--- src/lpfd_pkg.sv ---
// ----------------------------------------------------------------------------
// lpfd_pkg
// Shared constants and controller/datapath interface types for the
// length-prefixed frame deframer.
// ----------------------------------------------------------------------------
`default_nettype none

package lpfd_pkg;

  localparam int HEADER_BYTES_DEF = 28;
  localparam int LEN_OFFSET       = 4;
  localparam int BYTE_CNT_W       = 25;
  localparam int MAX_LEN_W        = 24;
  localparam int COUNT_W          = 32;

  localparam logic [31:0]          WIRE_MAGIC  = 32'h3143_5044;
  localparam logic [MAX_LEN_W-1:0] MAX_LEN_RST = 24'hFF_FFFF;

  localparam logic ERR_MAGIC  = 1'b0;
  localparam logic ERR_LENGTH = 1'b1;

  // commands from controller to datapath
  typedef struct packed {
    logic collect_wr;  // store a header byte
    logic check_ok;    // header accepted, latch length, start replay
    logic err_emit;    // load an error request into the output register
    logic rep_rd;      // read one header byte from the store
    logic rep_emit;    // load the read header byte into the output register
    logic pass_emit;   // pass one payload byte
  } lpfd_cmd_t;

  // status from datapath to controller
  typedef struct packed {
    logic hdr_full;    // current byte completes the header
    logic hdr_good;    // magic and length checks pass
    logic out_free;    // output register can be loaded this cycle
    logic rep_last;    // replay index is on the final header byte
    logic short_frame; // frame ends with its header
    logic pass_last;   // current payload byte ends the frame
  } lpfd_sts_t;

endpackage

`default_nettype wire

--- src/lpfd_ctrl.sv ---
// ----------------------------------------------------------------------------
// lpfd_ctrl
// Phase state machine: header collection, check, replay, payload pass and
// error discard. Drives datapath commands and the input ready.
// ----------------------------------------------------------------------------
`default_nettype none

module lpfd_ctrl (
  input  wire                 clk,
  input  wire                 rst_n,
  input  wire                 in_valid,
  input  wire                 in_chunk_end,
  output logic                in_ready,
  input  lpfd_pkg::lpfd_sts_t sts,
  output lpfd_pkg::lpfd_cmd_t cmd
);

  localparam logic [2:0] ST_COLLECT = 3'd0;
  localparam logic [2:0] ST_CHECK   = 3'd1;
  localparam logic [2:0] ST_REP_RD  = 3'd2;
  localparam logic [2:0] ST_REP_WR  = 3'd3;
  localparam logic [2:0] ST_PASS    = 3'd4;
  localparam logic [2:0] ST_DISCARD = 3'd5;

  logic [2:0] state_r, state_nxt;
  logic       cend_r, cend_nxt;
  logic       in_fire;

  assign in_ready = (state_r == ST_COLLECT) | (state_r == ST_DISCARD) |
                    ((state_r == ST_PASS) & sts.out_free);
  assign in_fire  = in_valid & in_ready;

  always_comb begin
    state_nxt = state_r;
    cend_nxt  = cend_r;
    cmd       = '0;
    unique case (state_r)
      ST_COLLECT: begin
        cmd.collect_wr = in_fire;
        if (in_fire && sts.hdr_full) begin
          cend_nxt  = in_chunk_end;
          state_nxt = ST_CHECK;
        end
      end
      ST_CHECK: begin
        if (sts.hdr_good) begin
          cmd.check_ok = 1'b1;
          state_nxt    = ST_REP_RD;
        end else if (sts.out_free) begin
          cmd.err_emit = 1'b1;
          // a bad header on a chunk end needs no discard
          state_nxt    = cend_r ? ST_COLLECT : ST_DISCARD;
        end
      end
      ST_REP_RD: begin
        cmd.rep_rd = 1'b1;
        state_nxt  = ST_REP_WR;
      end
      ST_REP_WR: begin
        if (sts.out_free) begin
          cmd.rep_emit = 1'b1;
          if (sts.rep_last) begin
            state_nxt = sts.short_frame ? ST_COLLECT : ST_PASS;
          end else begin
            state_nxt = ST_REP_RD;
          end
        end
      end
      ST_PASS: begin
        cmd.pass_emit = in_fire;
        if (in_fire && sts.pass_last) begin
          state_nxt = ST_COLLECT;
        end
      end
      ST_DISCARD: begin
        if (in_fire && in_chunk_end) begin
          state_nxt = ST_COLLECT;
        end
      end
      default: begin
        state_nxt = ST_COLLECT;
      end
    endcase
  end

  always_ff @(posedge clk) begin
    if (!rst_n) begin
      state_r <= ST_COLLECT;
      cend_r  <= 1'b0;
    end else begin
      state_r <= state_nxt;
      cend_r  <= cend_nxt;
    end
  end

endmodule

`default_nettype wire

--- src/lpfd_dp.sv ---
// ----------------------------------------------------------------------------
// lpfd_dp
// Datapath: header store, length and magic capture, byte and frame counters,
// configuration register and the output register.
// ----------------------------------------------------------------------------
`default_nettype none

module lpfd_dp #(
  parameter int HEADER_BYTES = lpfd_pkg::HEADER_BYTES_DEF
) (
  input  wire                                  clk,
  input  wire                                  rst_n,
  input  wire                                  cfg_valid,
  input  wire  [lpfd_pkg::MAX_LEN_W-1:0]       cfg_max_length,
  input  wire  [7:0]                           in_byte,
  input  lpfd_pkg::lpfd_cmd_t                  cmd,
  output lpfd_pkg::lpfd_sts_t                  sts,
  output logic                                 out_valid,
  input  wire                                  out_ready,
  output logic [7:0]                           out_byte,
  output logic                                 out_frame_last,
  output logic                                 out_is_error,
  output logic                                 out_error_code,
  output logic [lpfd_pkg::COUNT_W-1:0]         out_frames_done
);

  localparam int IW = $clog2(HEADER_BYTES);
  localparam int CW = lpfd_pkg::BYTE_CNT_W;
  localparam int LW = lpfd_pkg::MAX_LEN_W;
  localparam int NW = lpfd_pkg::COUNT_W;
  localparam logic [CW-1:0] HB_C    = CW'(HEADER_BYTES);
  localparam logic [31:0]   MIN_LEN = 32'(HEADER_BYTES - lpfd_pkg::LEN_OFFSET);

  logic [7:0]    hdr_mem [HEADER_BYTES];
  logic [CW-1:0] count_r, count_nxt;
  logic [NW-1:0] counter_r, counter_nxt;
  logic [LW-1:0] frame_len_r;
  logic [LW-1:0] max_len_r;
  logic [63:0]   hdr_w_r;
  logic [IW-1:0] rep_idx_r;
  logic [7:0]    rd_data_r;
  logic          out_valid_r;
  logic [7:0]    out_byte_r;
  logic          out_last_r, out_err_r, out_code_r;
  logic [NW-1:0] out_done_r;

  logic [31:0]   len_w, magic_w;
  logic          magic_ok, len_ok, short_chk;
  logic [CW-1:0] count_inc, total;
  logic          out_load;

  assign len_w     = hdr_w_r[31:0];
  assign magic_w   = hdr_w_r[63:32];
  assign magic_ok  = (magic_w == lpfd_pkg::WIRE_MAGIC);
  assign len_ok    = (len_w >= MIN_LEN) && (len_w <= {8'd0, max_len_r});
  assign short_chk = (len_w == MIN_LEN);
  assign count_inc = count_r + CW'(1);
  // frame spans the length field plus the length value itself
  assign total     = {1'b0, frame_len_r} + CW'(lpfd_pkg::LEN_OFFSET);
  assign out_load  = cmd.err_emit | cmd.rep_emit | cmd.pass_emit;

  assign sts.hdr_full    = (count_r == HB_C - CW'(1));
  assign sts.hdr_good    = magic_ok & len_ok;
  assign sts.out_free    = ~out_valid_r | out_ready;
  assign sts.rep_last    = (rep_idx_r == IW'(HEADER_BYTES - 1));
  assign sts.short_frame = (frame_len_r == MIN_LEN[LW-1:0]);
  assign sts.pass_last   = (count_inc >= total);

  always_comb begin
    count_nxt   = count_r;
    counter_nxt = counter_r;
    if (cmd.collect_wr) begin
      count_nxt = count_inc;
    end
    if (cmd.check_ok) begin
      count_nxt = short_chk ? '0 : HB_C;
      if (short_chk) begin
        counter_nxt = counter_r + NW'(1);
      end
    end
    if (cmd.err_emit) begin
      count_nxt = '0;
    end
    if (cmd.pass_emit) begin
      count_nxt = sts.pass_last ? '0 : count_inc;
      if (sts.pass_last) begin
        counter_nxt = counter_r + NW'(1);
      end
    end
  end

  always_ff @(posedge clk) begin
    if (!rst_n) begin
      count_r     <= '0;
      counter_r   <= '0;
      max_len_r   <= lpfd_pkg::MAX_LEN_RST;
      out_valid_r <= 1'b0;
    end else begin
      count_r   <= count_nxt;
      counter_r <= counter_nxt;
      if (cfg_valid) begin
        max_len_r <= cfg_max_length;
      end
      if (out_load) begin
        out_valid_r <= 1'b1;
      end else if (out_ready) begin
        out_valid_r <= 1'b0;
      end
    end
  end

  // header store, registered read
  always_ff @(posedge clk) begin
    if (cmd.collect_wr) begin
      hdr_mem[count_r[IW-1:0]] <= in_byte;
    end
    if (cmd.rep_rd) begin
      rd_data_r <= hdr_mem[rep_idx_r];
    end
  end

  always_ff @(posedge clk) begin
    // length and magic words ride along in the first eight header bytes
    if (cmd.collect_wr && (count_r < CW'(8))) begin
      hdr_w_r[{count_r[2:0], 3'b000} +: 8] <= in_byte;
    end
    if (cmd.check_ok) begin
      frame_len_r <= len_w[LW-1:0];
      rep_idx_r   <= '0;
    end else if (cmd.rep_emit) begin
      rep_idx_r <= rep_idx_r + IW'(1);
    end
    if (out_load) begin
      out_done_r <= counter_nxt;
    end
    if (cmd.err_emit) begin
      out_byte_r <= '0;
      out_last_r <= 1'b0;
      out_err_r  <= 1'b1;
      out_code_r <= magic_ok ? lpfd_pkg::ERR_LENGTH : lpfd_pkg::ERR_MAGIC;
    end else if (cmd.rep_emit) begin
      out_byte_r <= rd_data_r;
      out_last_r <= sts.short_frame & sts.rep_last;
      out_err_r  <= 1'b0;
      out_code_r <= 1'b0;
    end else if (cmd.pass_emit) begin
      out_byte_r <= in_byte;
      out_last_r <= sts.pass_last;
      out_err_r  <= 1'b0;
      out_code_r <= 1'b0;
    end
  end

  assign out_valid       = out_valid_r;
  assign out_byte        = out_byte_r;
  assign out_frame_last  = out_last_r;
  assign out_is_error    = out_err_r;
  assign out_error_code  = out_code_r;
  assign out_frames_done = out_done_r;

endmodule

`default_nettype wire

--- src/length_prefixed_frame_deframer.sv ---
// payload: an accepted payload byte enters the output register on the edge that accepts it
// throughput: header bytes are taken one per cycle, payload bytes one per cycle while the
//   output register is free; input is held during the header check and header replay,
//   and each header byte is replayed by a registered store read, then an output load
// reset: synchronous active low; clears phase, counters and the output valid, and
//   sets max_length to its largest value; the header store is not cleared
// ----------------------------------------------------------------------------
// length_prefixed_frame_deframer
// Collects a length/magic header, checks it, replays it and passes the
// payload through with the final frame byte marked; reports header errors.
// ----------------------------------------------------------------------------
`default_nettype none

module length_prefixed_frame_deframer #(
  parameter int HEADER_BYTES = lpfd_pkg::HEADER_BYTES_DEF
) (
  input  wire                             clk,
  input  wire                             rst_n,
  input  wire                             cfg_valid,
  output logic                            cfg_ready,
  input  wire  [lpfd_pkg::MAX_LEN_W-1:0]  cfg_max_length,
  input  wire                             in_valid,
  output logic                            in_ready,
  input  wire  [7:0]                      in_byte,
  input  wire                             in_chunk_end,
  output logic                            out_valid,
  input  wire                             out_ready,
  output logic [7:0]                      out_byte,
  output logic                            out_frame_last,
  output logic                            out_is_error,
  output logic                            out_error_code,
  output logic [lpfd_pkg::COUNT_W-1:0]    out_frames_done
);

  lpfd_pkg::lpfd_cmd_t cmd;
  lpfd_pkg::lpfd_sts_t sts;

  assign cfg_ready = 1'b1;

  lpfd_ctrl u_ctrl (
    .clk          (clk),
    .rst_n        (rst_n),
    .in_valid     (in_valid),
    .in_chunk_end (in_chunk_end),
    .in_ready     (in_ready),
    .sts          (sts),
    .cmd          (cmd)
  );

  lpfd_dp #(
    .HEADER_BYTES (HEADER_BYTES)
  ) u_dp (
    .clk             (clk),
    .rst_n           (rst_n),
    .cfg_valid       (cfg_valid),
    .cfg_max_length  (cfg_max_length),
    .in_byte         (in_byte),
    .cmd             (cmd),
    .sts             (sts),
    .out_valid       (out_valid),
    .out_ready       (out_ready),
    .out_byte        (out_byte),
    .out_frame_last  (out_frame_last),
    .out_is_error    (out_is_error),
    .out_error_code  (out_error_code),
    .out_frames_done (out_frames_done)
  );

endmodule

`default_nettype wire

--- config.mk ---
export PLATFORM = sky130hd
export DESIGN_NAME = length_prefixed_frame_deframer
export DESIGN_NICKNAME = d
export VERILOG_FILES = /design/src/lpfd_pkg.sv /design/src/lpfd_ctrl.sv /design/src/lpfd_dp.sv /design/src/length_prefixed_frame_deframer.sv
export SDC_FILE = /design/constraint.sdc
export NUM_CORES = 1
export LEC_CHECK = 0
export ABC_AREA = 1
export BUFFER_PORTS_ARGS = -buffer_cell sky130_fd_sc_hd__buf_2
export CELL_PAD_IN_SITES_DETAIL_PLACEMENT = 1
export CELL_PAD_IN_SITES_GLOBAL_PLACEMENT = 1
export CORE_MARGIN = 4
export CORE_UTILIZATION = 32
export CTS_BUF_LIST = sky130_fd_sc_hd__clkbuf_16
export CTS_CLUSTER_DIAMETER = 150
export CTS_CLUSTER_SIZE = 30
export DETAILED_ROUTE_END_ITERATION = 10
export PLACE_DENSITY_LB_ADDON = 0.12
export SYNTH_ARGS = -nofsm -noshare
export SYNTH_HDL_FRONTEND = slang
export SYNTH_SLANG_ARGS = --single-unit
--- constraint.sdc ---
create_clock -name clk -period 3.4 [get_ports clk]
set_input_delay 0.68 -clock clk [delete_from_list [all_inputs] [get_ports clk]]
set_output_delay 0.68 -clock clk [all_outputs]
set_load 0.02 [all_outputs]
==> results by group <==
Placement
  – Gpl congestion: 0.804
  – Placed instance area: 23000 sq um
  – Port buffer count: 82
  – Dpl hpwl: 41200 microns

Route
  – 1st-iter DRT viols: 706
  – DRT Pass-1 Iters: 5
  – Routed WL: 59900 microns
  – Via density: 4.89
  – Via count of the routed design: 15100
  – DR WL/cell: 19.4 microns
  – DRC violations left: 0
  – Final antenna-violating net count: 0

STA
  – Worst Tran Pin Value: 0.883 ns
  – Hold slack final: 0.320 ns
  – Final worst path period need: 3.72 ns
  – Setup violators final: 90
  – Unrepaired setup endpoints after global routing: yes
  – Final Skew: 0.0328 ns
  – Rel. slew slack: 40.9%
  – Tcrit/Tclk final: 109%
  – Final Worst Setup Slack: -0.315 ns
  – Final hold vios: 0
  – Slew Viols, Final: 0
  – Max Clk Rate: 0.269 GHz

Run status
  – Failing checks: negative setup slack
  – Outcome: finished with violations

Pwr
  – Psw: 5.97 mW
  – Clock power frac: 18.6%
  – Pwr dens: 638 nW/um^2
  – Sequential Power Share: 43.6%
  – Combinational Power Share: 37.8%
  – Peak VDD IR: 0.309 mV
  – Pwr Total: 15.5 mW
  – Sw Share: 38.5%
  – Leak: 9.58 nW
  – Int Power: 9.53 mW

Synthesis
  – Yosys reg bits: 454
  – Asr flop ratio synth: 0%
  – Netlist cell types: 49
  – Post-synthesis compound-gate area fraction: 9.86%
  – XOR/XNOR Fraction of Synth Area: 1.84%
  – Register area share after synthesis: 61.9%
  – Mux cell area share after synthesis: 0%
  – Synthesized-area fraction occupied by adder cells: 3.56%
  – Synth Area per Inst: 10.1 sq um
  – Synthesized Nets: 2112
  – Synth Instances: 2016
  – Post-Synth Simple-Gate Area: 17.6%
  – Largest family of logic cells by synthesized area: simple AND/OR/NAND/NOR gates
  – Synthesized cell area: 20400 sq um
  – Warnings, synthesis: 0
  – EDFF count, synth: 353
  – Post-synth top flop: edfxtp_1

CTS
  – CTS tree: built
  – Clock root buffer master: clkbuf_16
  – Clk buf depth: 3
  – CTS Sinks: 454
  – Post-CTS Hold Buffers: 0
  – Worst skew pair latency: 0.58 ns
  – CTS buffer count: 19
  – Clock transition at the registers of the reported paths: 0.12 ns
  – H-Tree Depth: 1

Floorplan
  – Die H: 260 microns
  – Core area: 63100 sq um
  – Initial Utilization: 32.3%
  – DIE WIDTH: 260 microns
  – Rows: 92
  – Die ar.: 67800 sq um
  – Top-level I/O count: 84

Layout
  – Area grow syn2layout: 19.2%
  – Fillers: 7177
  – Layout cells sized above 1: 19.7%
  – Final net count: 2327
  – Post-route cell area: 24300 sq um

GRT
  – Tot GR Track Use: 17.3%
  – First-pass GRT wire length: 92100 microns
  – Initial antenna violation count: 0
  – GRT Max-Usage Layer: met2
  – Met3 Resource Use GR: 1.66%
  – Largest net degree at the start of global routing: 116
  – GRT overflow: 0
  – M2 GR Usage: 30.5%
  – Met1 Use GR: 23.6%
  – Number of global-route vias before repair: 15900

Critical path
  – Element type at the critical path end: flop
  – Critical Path RT: 3.91 ns
  – Crit Path Category: flop to flop
  – Crit path arrival time: 4.23 ns
  – Critical path startpoint category: flop
  – Worst-path fanout max: 3

Worst hold path
  – HP Class: primary input to flop

Job
  – # Max-Cap Violations: 0
==> metrics by stage <==
stage | cells | setup TNS [ns] | utilization [%] | setup slack, ns
detailed placement | 3044 | -36.06 | 36.4 | -0.555
global placement | 3044 | -26.66 | 36.4 | -0.436
finish | 3091 | -16.08 | 38.5 | -0.315
global route | 3090 | -46.57 | 38.5 | -0.613
CTS | 3082 | -32.36 | 37.7 | -0.462
floorplan | 2016 | -3.16 | - | -0.144
==> layout by cell type (no fill, tap or decap), types with 4 or more instances in the layout <==
cell	instances
a21o_1	9
a21oi_1	80
a21oi_2	28
a31oi_1	7
buf_12	9
buf_2	82
buf_4	178
buf_6	4
clkbuf_16	22
dfxtp_1	98
edfxtp_1	353
ha_1	53
inv_1	192
inv_2	6
nand2_1	259
nand2_2	26
nand2_4	14
nand3_1	76
nand3_2	13
nand3_4	8
nand3b_1	10
nand4_1	27
nor2_1	313
nor2_2	8
nor2_4	6
nor3_1	24
nor3_2	7
nor4_1	21
o211ai_1	8
o21ai_0	163
o221ai_1	14
o22ai_1	42
xnor2_1	6
xor2_1	31
xor2_2	4
==> flip-flops by register name, indices dropped and copies added (netlist names), 24 cells and up <==
| name | flops |
|---|---|
| u_dp.counter_r | 32 |
| u_dp.hdr_w_r | 64 |
| u_dp.count_r | 25 |
| u_dp.out_frames_done | 32 |
| u_dp.frame_len_r | 24 |
| u_dp.max_len_r | 24 |
| u_dp.hdr_mem | 224 |
==> power by group through the flow <==
stage	Clock (mW)	Combinational (mW)	Sequential, mW
after global routing	3.22	6.53	6.81
final	2.88	5.87	6.76
after floorplan	0	3.02	7.04
after global placement	0	5.38	6.88
after detailed placement	0	5.49	6.88
after CTS	3.02	5.62	6.76
==> cells by family after synthesis <==
kind of cell	after synthesis
AO/OA/AOI/OAI	365
XOR/XNOR	42
adder cells (fa/ha/maj)	58
buffers and inverters	270
flip-flops	454
other	1
AND/OR/NAND/NOR	826
==> per-layer routing <==
metal / vias to the layer above / wire, microns
li1: 7361 / -
met1: 7535 / 28000
met2: 171 / 29300
met3: 51 / 1750
met4: 0 / 857
met5: - / 0
==> final cells by class <==
class | instances | area [sq um] | share of cell area (%)
Sequential cell | 454 | 12600 | 52.0
Multi-Input combinational cell | 1292 | 7290 | 30.0
Timing Repair Buffer | 276 | 2040 | 8.38
Tap cell | 846 | 1060 | 4.36
Inverter | 188 | 706 | 2.90
Clock buffer | 20 | 500 | 2.06
Clock inverter | 14 | 75.1 | 0.309
Antenna cell | 1 | 2.50 | 0.0103
==> worst max-delay path: stages, from the launching register on <==
cell and delay [ns]:
dfxtp_2 0.36, buf_4 0.11, nand3_1 0.11, nor2_1 0.16, nand3_1 0.17, nor2_4 0.17
nand2_1 0.09, nor2_1 0.19, buf_4 0.16, nand4_1 0.10, xor2_1 0.17, inv_1 0.10
ha_1 0.30, nand4_1 0.13, nor2_1 0.07, nand2_1 0.06, and3_4 0.19, buf_4 0.11
nand4_1 0.19, buf_4 0.23, or2_2 0.27, nand2_1 0.07, nand2_1 0.07, a21oi_2 0.10
==> Yosys cell counts (27+ instances only) <==
master | n | area (sq um)
clkbuf_1 | 60 | 225
nand4_1 | 27 | 169
o21ai_0 | 166 | 831
dfxtp_1 | 101 | 2020
a21oi_1 | 110 | 551
edfxtp_1 | 353 | 10600
inv_1 | 185 | 694
nor2_1 | 321 | 1200
xor2_1 | 34 | 298
nand3_1 | 97 | 485
o22ai_1 | 42 | 263
nand2_1 | 291 | 1090
ha_1 | 58 | 726
==> worst paths after layout <==
| check | from | end | slack, ns | depth (start not counted) |
|---|---|---|---|---|
| max reg2reg | u_dp.count_r[1] | u_dp.count_r[4] | -0.32 | 23 |
| max | u_dp.count_r[1] | u_dp.count_r[4] | -0.32 | 23 |
| min | cfg_max_length[19] | u_dp.max_len_r[19] | 0.32 | 3 |
| min reg2reg | u_dp.out_is_error | u_dp.out_is_error | 0.47 | 2 |
==> what timing repair did <==
action / 4_1_cts / 5_1_grt
endpoints found under the setup margin: 93 / 93
gates cloned: 0 / 3
pin swaps: 26 / 25
gates resized for setup: 49 / 93
setup buffers: 4 / 5
No activity file was read; power rests on OpenSTA's default activity.
